[config.mk]
export PLATFORM = sky130hd
export DESIGN_NAME = mbfr_format
export DESIGN_NICKNAME = d
export VERILOG_FILES = /design/src/sv/msb_first_bit_field_reader_top_macros.svh /design/src/sv/mbfr_pkg.sv /design/src/sv/mbfr_format.sv
export SDC_FILE = /design/constraint.sdc
export NUM_CORES = 1
export LEC_CHECK = 0
export ABC_AREA = 1
export BUFFER_PORTS_ARGS = -buffer_cell sky130_fd_sc_hd__buf_4
export CAP_MARGIN = 20
export CORE_UTILIZATION = 43
export CTS_CLUSTER_DIAMETER = 60
export CTS_CLUSTER_SIZE = 14
export DETAILED_ROUTE_END_ITERATION = 10
export GPL_ROUTABILITY_DRIVEN = 0
export SLEW_MARGIN = 20
export SYNTH_ARGS = -nofsm -noshare
export SYNTH_HDL_FRONTEND = slang
export SYNTH_SLANG_ARGS = --single-unit
[constraint.sdc]
create_clock -name clk -period 13 [get_ports clk]
set_input_delay 3.25 -clock clk [delete_from_list [all_inputs] [get_ports clk]]
set_output_delay 3.25 -clock clk [all_outputs]
set_load 0.01 [all_outputs]
[src/sv/msb_first_bit_field_reader_top_macros.svh]
// Assertion helpers for the top-level RTL file.
// Each macro expects clk and rst_n in scope.
`ifndef MSB_FIRST_BIT_FIELD_READER_TOP_MACROS_SVH
`define MSB_FIRST_BIT_FIELD_READER_TOP_MACROS_SVH

// Same-cycle implication, checked out of reset.
`define MBFR_ASSERT_NOW(label, ante, cons, msg) \
  label: assert property (@(posedge clk) disable iff (!rst_n) (ante) |-> (cons)) \
    else $error(msg);

// Next-cycle implication, checked out of reset.
`define MBFR_ASSERT_NEXT(label, ante, cons, msg) \
  label: assert property (@(posedge clk) disable iff (!rst_n) (ante) |=> (cons)) \
    else $error(msg);

`endif

[src/sv/mbfr_pkg.sv]
package mbfr_pkg;

  // Store depth; must be a power of two so that index wrap is a truncation.
  localparam int STORE_BYTES = 4096;
  localparam int ADDR_W      = $clog2(STORE_BYTES);

  // Widths fixed by the word format.
  localparam int BYTE_ADDR_W = 12;
  localparam int POS_W       = 15;
  localparam int FWIDTH_W    = 6;
  localparam int FIELD_W     = 32;

  // A field spans up to this many store bytes.
  localparam int FETCH_BYTES = 5;
  localparam int CNT_W       = $clog2(FETCH_BYTES);
  localparam int WIN_W       = 8 * FETCH_BYTES;
  localparam int HOLD_W      = WIN_W - 8;

  typedef logic [ADDR_W-1:0] addr_t;

  typedef enum logic [1:0] {
    KIND_WRITE    = 2'd0,
    KIND_UNSIGNED = 2'd1,
    KIND_SIGNED   = 2'd2,
    KIND_PADDING  = 2'd3
  } kind_t;

  typedef enum logic {
    ST_IDLE  = 1'b0,
    ST_FETCH = 1'b1
  } state_t;

  // Control handed from the fetch sequencer to the formatter.
  typedef struct packed {
    kind_t               kind;
    logic [2:0]          offs;
    logic [FWIDTH_W-1:0] width;   // already clamped to FIELD_W
  } fmt_ctrl_t;

  // Byte index of a bit position, wrapped to the store.
  function automatic addr_t pos_to_addr(input logic [POS_W-1:0] pos);
    logic [POS_W-4:0] idx;
    idx = pos[POS_W-1:3];
    return addr_t'(idx);
  endfunction

endpackage

[src/sv/mbfr_format.sv]
module mbfr_format
  import mbfr_pkg::*;
(
  input  logic               clk,
  input  logic               rst_n,
  input  logic               go,
  input  fmt_ctrl_t          ctrl,
  input  logic [WIN_W-1:0]   win,
  output logic               out_strobe,
  output logic [FIELD_W-1:0] out_field_value
);

  logic               strobe_r;
  logic [FIELD_W-1:0] value_r;
  logic [FIELD_W-1:0] value_nxt;

  logic [5:0]         shamt;
  logic [WIN_W-1:0]   shifted;
  logic [FIELD_W-1:0] mask;
  logic [FIELD_W-1:0] field;
  logic [4:0]         sidx;
  logic [7:0]         pad_byte;

  always_comb begin
    // Right-align the field: it ends offs + width bits into the window.
    shamt    = 6'(6'(WIN_W) - 6'(ctrl.offs) - ctrl.width);
    shifted  = win >> shamt;
    mask     = {FIELD_W{1'b1}} >> (6'(FIELD_W) - ctrl.width);
    field    = shifted[FIELD_W-1:0] & mask;
    sidx     = 5'(ctrl.width - 6'd1);
    pad_byte = win[7:0] & (8'hFF >> ctrl.offs);
    case (ctrl.kind)
      KIND_UNSIGNED: value_nxt = field;
      KIND_SIGNED:   value_nxt = field[sidx] ? (field | ~mask) : field;
      KIND_PADDING:  value_nxt = (ctrl.offs == 3'd0) ? '0 : {{(FIELD_W-8){1'b0}}, pad_byte};
      default:       value_nxt = '0;
    endcase
  end

  always_ff @(posedge clk) begin
    if (!rst_n) begin
      strobe_r <= 1'b0;
    end else begin
      strobe_r <= go;
    end
  end

  always_ff @(posedge clk) begin
    if (go) begin
      value_r <= value_nxt;
    end
  end

  assign out_strobe      = strobe_r;
  assign out_field_value = value_r;

endmodule
# Yosys cells after proc, flatten, opt, wreduce, memory -nomap -nowiden
# Cells that the tools add are included.
classes:
  n_addsub: 4
  muxes: 5
  shifts: 3
  reduce_logical: 1
  n_eq_ne: 3
  magnitude_cmp: 1
  bitwise: 4
ops:
  columns: ["cell", "n"]
  rows:
  - ["32-bit one-hot mux with 3 select lines", 1]
  - ["40-bit by 6-bit >> shifter with 32-bit output", 1]
  - ["32-bit bitwise AND", 1]
  - ["32-bit two-way mux", 1]
  - ["32-bit inverter", 1]
  - ["32-bit bitwise OR", 1]
  - ["32-bit by 6-bit >> shifter with 32-bit output (first input constant)", 1]
  - ["8-bit bitwise AND", 1]
  - ["8-bit two-way mux", 1]
  - ["8-bit by 3-bit >> shifter with 8-bit output (first input constant)", 1]
  - ["5-bit by 6-bit < comparator with 1-bit output (second input constant)", 1]
  - ["6-bit by 3-bit subtractor with 6-bit output (first input constant)", 1]
  - ["6-bit subtractor", 1]
  - ["6-bit subtractor (first input constant)", 1]
  - ["1-bit binary-select mux with 5-bit select", 1]
  - ["5-bit by 1-bit subtractor with 5-bit output (second input constant)", 1]
  - ["2-bit == test (second input constant)", 2]
  - ["3-bit zero test", 1]
  - ["2-bit by 1-bit == test with 1-bit output (second input constant)", 1]
  - ["1-bit two-way mux", 1]
totals:
  inputBits: 54
  word_cells: 23
  output_inout_bits: 33
  reg_bits: 33

# Logic depth before layout (Yosys ltp)
logic_depth:
  word_depth: 8
  ltp_mapped: 29
  depth_no_buf: 26

# Least setup slack after synthesis
# OpenSTA, ideal clock, no wires.
synth_timing:
  kind: "input to register"
  from: "in ctrl[0] (netlist bit)"
  to: "reg value_r[19] (netlist: out_field_value[19]), data pin"
  setup_slack_ns: 6.213
  path_stages: 25
  arrival_time_ns: 6.522
  required_time_ns: 12.736
  path_cell_list: "buf_4 inv_2 buf_4 clkbuf_1 ha_1 ha_1 inv_1 fa_1 buf_2 inv_1 buf_2 buf_2 nand3_1 nand3_1 o21ai_0 nand2_1 nand3_1 nand3_1 o21ai_1 nand2_1 nand3_2 buf_2 nand3_1 nand3_1 o21ai_0"
synth_between:
  elab_chain_len: 7
  word_cells_on_any_way: 12
synth_lines:
  columns: ["item", "line", "rtl"]
  rows:
  - ["start, declared", "mbfr_format.sv:7", "input fmt_ctrl_t ctrl,"]
  - ["6-bit subtractor, on equally long branches", "mbfr_format.sv:26, mbfr_format.sv:28", null]
  - ["40-bit by 6-bit >> shifter with 32-bit output or 32-bit by 6-bit >> shifter with 32-bit output (tied branches)", "mbfr_format.sv:27, mbfr_format.sv:28", null]
  - ["32-bit bitwise AND", "mbfr_format.sv:29", "field = shifted[FIELD_W-1:0] & mask;"]
  - ["1-bit binary-select mux with 5-bit select", "mbfr_format.sv:34", "KIND_SIGNED: value_nxt = field[sidx] ? (field | ~mask) : field;"]
  - ["1-bit two-way mux (not written as such)", "mbfr_format.sv:34", null]
  - ["32-bit two-way mux", "mbfr_format.sv:34", null]
  - ["32-bit one-hot mux with 3 select lines *", "mbfr_format.sv:32", "case (ctrl.kind)"]
  - ["named net value_nxt[19]", "mbfr_format.sv:15", "logic [FIELD_W-1:0] value_nxt;"]
  - ["end signal, assigned", "mbfr_format.sv:50", "value_r <= value_nxt;"]
  - ["end, declared", "mbfr_format.sv:14", "logic [FIELD_W-1:0] value_r;"]
# Mark *: on every way through the listed nets, which the timed path passes. The rest lies on a longest branch. The select of a mux whose other input is x is not followed.
# A chain may end at the register's enable or synchronous reset.

# Final worst setup path
layout_timing:
  from: "in ctrl[0] (netlist bit)"
  to: "reg value_r[17] (netlist: out_field_value[17]), data pin"
# Same word-level chain as after synthesis.

==> results.cfg <==
[status]
outcome = completed

[timing]
worst_hold_slack_ns = 3.15
setup_slack_ns = 4.53
post-route-min-period_ns = 8.47
slew_headroom_pct = 31.4
setup_viol = 0
finalHoldViolations = 0
period_share_pct = 65.2
final_max_slew_viol_count = 0
worstMarginPinSlew_ns = 1.02
tns_ns = 0
rsz0062_at_grt = false
max_freq_ghz = 0.118

[floorplanning]
dieHeight_um = 115
rows = 41
initial_utilization_pct = 43.9
core_area_um2 = 12600
dieArea_um2 = 13300
ios = 87
die-width_um = 115

[critical_path]
crit_top_cell = nand3_1
required_ns = 12.99
slowest_delay_ns = 0.93
start_kind = primary input
path_class = in -> reg
crit_fanout = 46
crit_slowest_cell = clkinv_1
worst_setup_path_end_kind = register
critical_path.cell_chain = buf_4 -> inv_2 -> ha_1 -> ha_1 -> inv_1 -> fa_1 -> buf_4 -> clkinv_1 -> nand3_1 -> nand2_1 -> o21ai_0 -> nand2_1 -> nand3_1 -> nand3_1 -> o21ai_1 -> nand2_1 -> nand3_2 -> nand3_1 -> nand3_1 -> o21ai_0
cp.arrival_ns = 8.46

[synth]
synth_top_cell_area_share_pct = 29.6
synth_area_um2 = 5520
yosys-top-cells-area = nand3_1 30%, nand2_1 22%, edfxtp_1 17%
yosysSeqAreaShare_pct = 17.8
synthCells = 1005
syn_nets = 1071
yosysWarnings = 0
yosysUniqueCellTypes = 30
ys_ff_latch = 33
postSynthAreaPerCell_um2 = 5.49
yosysTopAreaCell = nand3_1

[cells_and_area]
fin_nets = 1105
area_delta_synth_final_pct = 13.4
mostFrequentLayoutCell = nand2_1
postLayoutCellArea_um2 = 6260
final_core_utilization_pct = 49.8
drive_gt1_share_pct = 12.7
layout_common_cells = 329 x nand2_1, 326 x nand3_1, 92 x buf_4

[clock_network]
postCtsHoldBufs = 0
cts_buffers = 5
path_clk_slew_ns = 0.06
cts_resized = 0
cts_tree = yes
ctsHtreeMaxLevel = 2
cts-root-buf = clkbuf_16
clock_sinks = 33
ctsLongestPathBuffers = 2
cts_setup_buffers = 0

[power_and_ir_drop]
power_frac_comb_pct = 63.9
power_density_nw_per_um2 = 111
vdd_drop_max_v = 0.0000640
pwr-share-clk_pct = 16.8
pwr-share-seq_pct = 19.4
power.switching_uw = 358
power.internal_uw = 336
p_sw_share_pct = 51.6
power_leakage_uw = 0.00299

[global_route]
grtUsageTotal_pct = 31.1
grt_max_degree = 47
overflow = 0
grt_pass1_vias = 6388
grt_pass1_wl_um = 32600
antenna_found_initial = 0

[route]
drtAntennaViolNets = 0
drt_iter0_drc = 967
routed_via_density = 5.86
vias = 7108
first_pass_iters = 7
wl_per_cell_um = 16.8
drcViolationCount = 0
wl_um = 20400

[flow_run]
maxCapViolations = 0

[place]
place_hpwl_um = 15300
place_area_um2 = 6110
port_buffers = 86
place_ws_ns = 4.72

[worst_hold_path]
hp-class = in -> reg
holdPathStages = 3
## worst max-delay path, delay by kind of cell
family	cells	cell delay (ns)
and+or+nand+nor	9	1.70
adders and majority gates	3	0.90
AOI/OAI and AO/OA	3	0.63
buffers and inverters	5	1.92
## power by group through the flow
stage,sequential (uW),combinational [uW],clock [uW]
5_1_grt,135,490,121
3_5_place_dp,137,430,0
3_3_place_gp,137,431,0
6_report,134,443,116
4_1_cts,135,431,117
2_1_floorplan,143,303,0
## cells in the mapped netlist, drive strengths merged
library cell  instances
a21oi                23
a31o                  9
a31oi                 1
and2                  1
buf                  49
clkbuf               16
clkinv                1
dfxtp                 1
edfxtp               32
fa                    1
ha                   11
inv                  59
nand2               334
nand3               328
nand3b                9
nand4                19
nor2                 57
nor3                  4
o211ai                3
o21ai                42
o21bai                3
o31ai                 1
xor2                  1
## layer usage
layer | track usage, % | routed length [um] | vias to the layer above
li1 | - | - | 3488
met1 | 42.8 | 8950 | 3166
met2 | 47.4 | 8730 | 394
met3 | 7.33 | 2020 | 60
met4 | 10.9 | 691 | 0
met5 | 0 | 0 | -
## flip-flops by register name (all words and copies together), names as in the netlist
signal           cells
out_field_value     32
out_strobe           1
## final cells by class
type	instances	area (um^2)
flip-flops and latches	33	981
inverters	60	225
fillers	1377	6310
repair buffers	92	691
well taps	172	215
multi-input cells	847	4000
clock buffers	5	125
diodes	1	2.50
clock inverters	3	17.5
## worst paths after layout
check / slack (ns) / to / from
min: 3.15 / out_strobe / rst_n
max: 4.53 / out_field_value[17] / ctrl[0]
## logic make-up after synthesis
kind of cell	synth area share (%)
AOI/OAI and AO/OA	8.39
xor gates and xnor gates	0.295
DFF	17.8
buffers and inverters	9.76
adders and majority gates	2.86
and+or+nand+nor	60.9
## metrics by stage
| stage | cells | total power, uW |
|---|---|---|
| 6_report | 1213 | 694 |
| 3_5_place_dp | 1204 | 567 |
| 2_1_floorplan | 1005 | 446 |
| 4_1_cts | 1212 | 683 |
| 3_3_place_gp | 1204 | 567 |
| 5_1_grt | 1212 | 747 |
No activity file was read; power rests on OpenSTA's default activity.
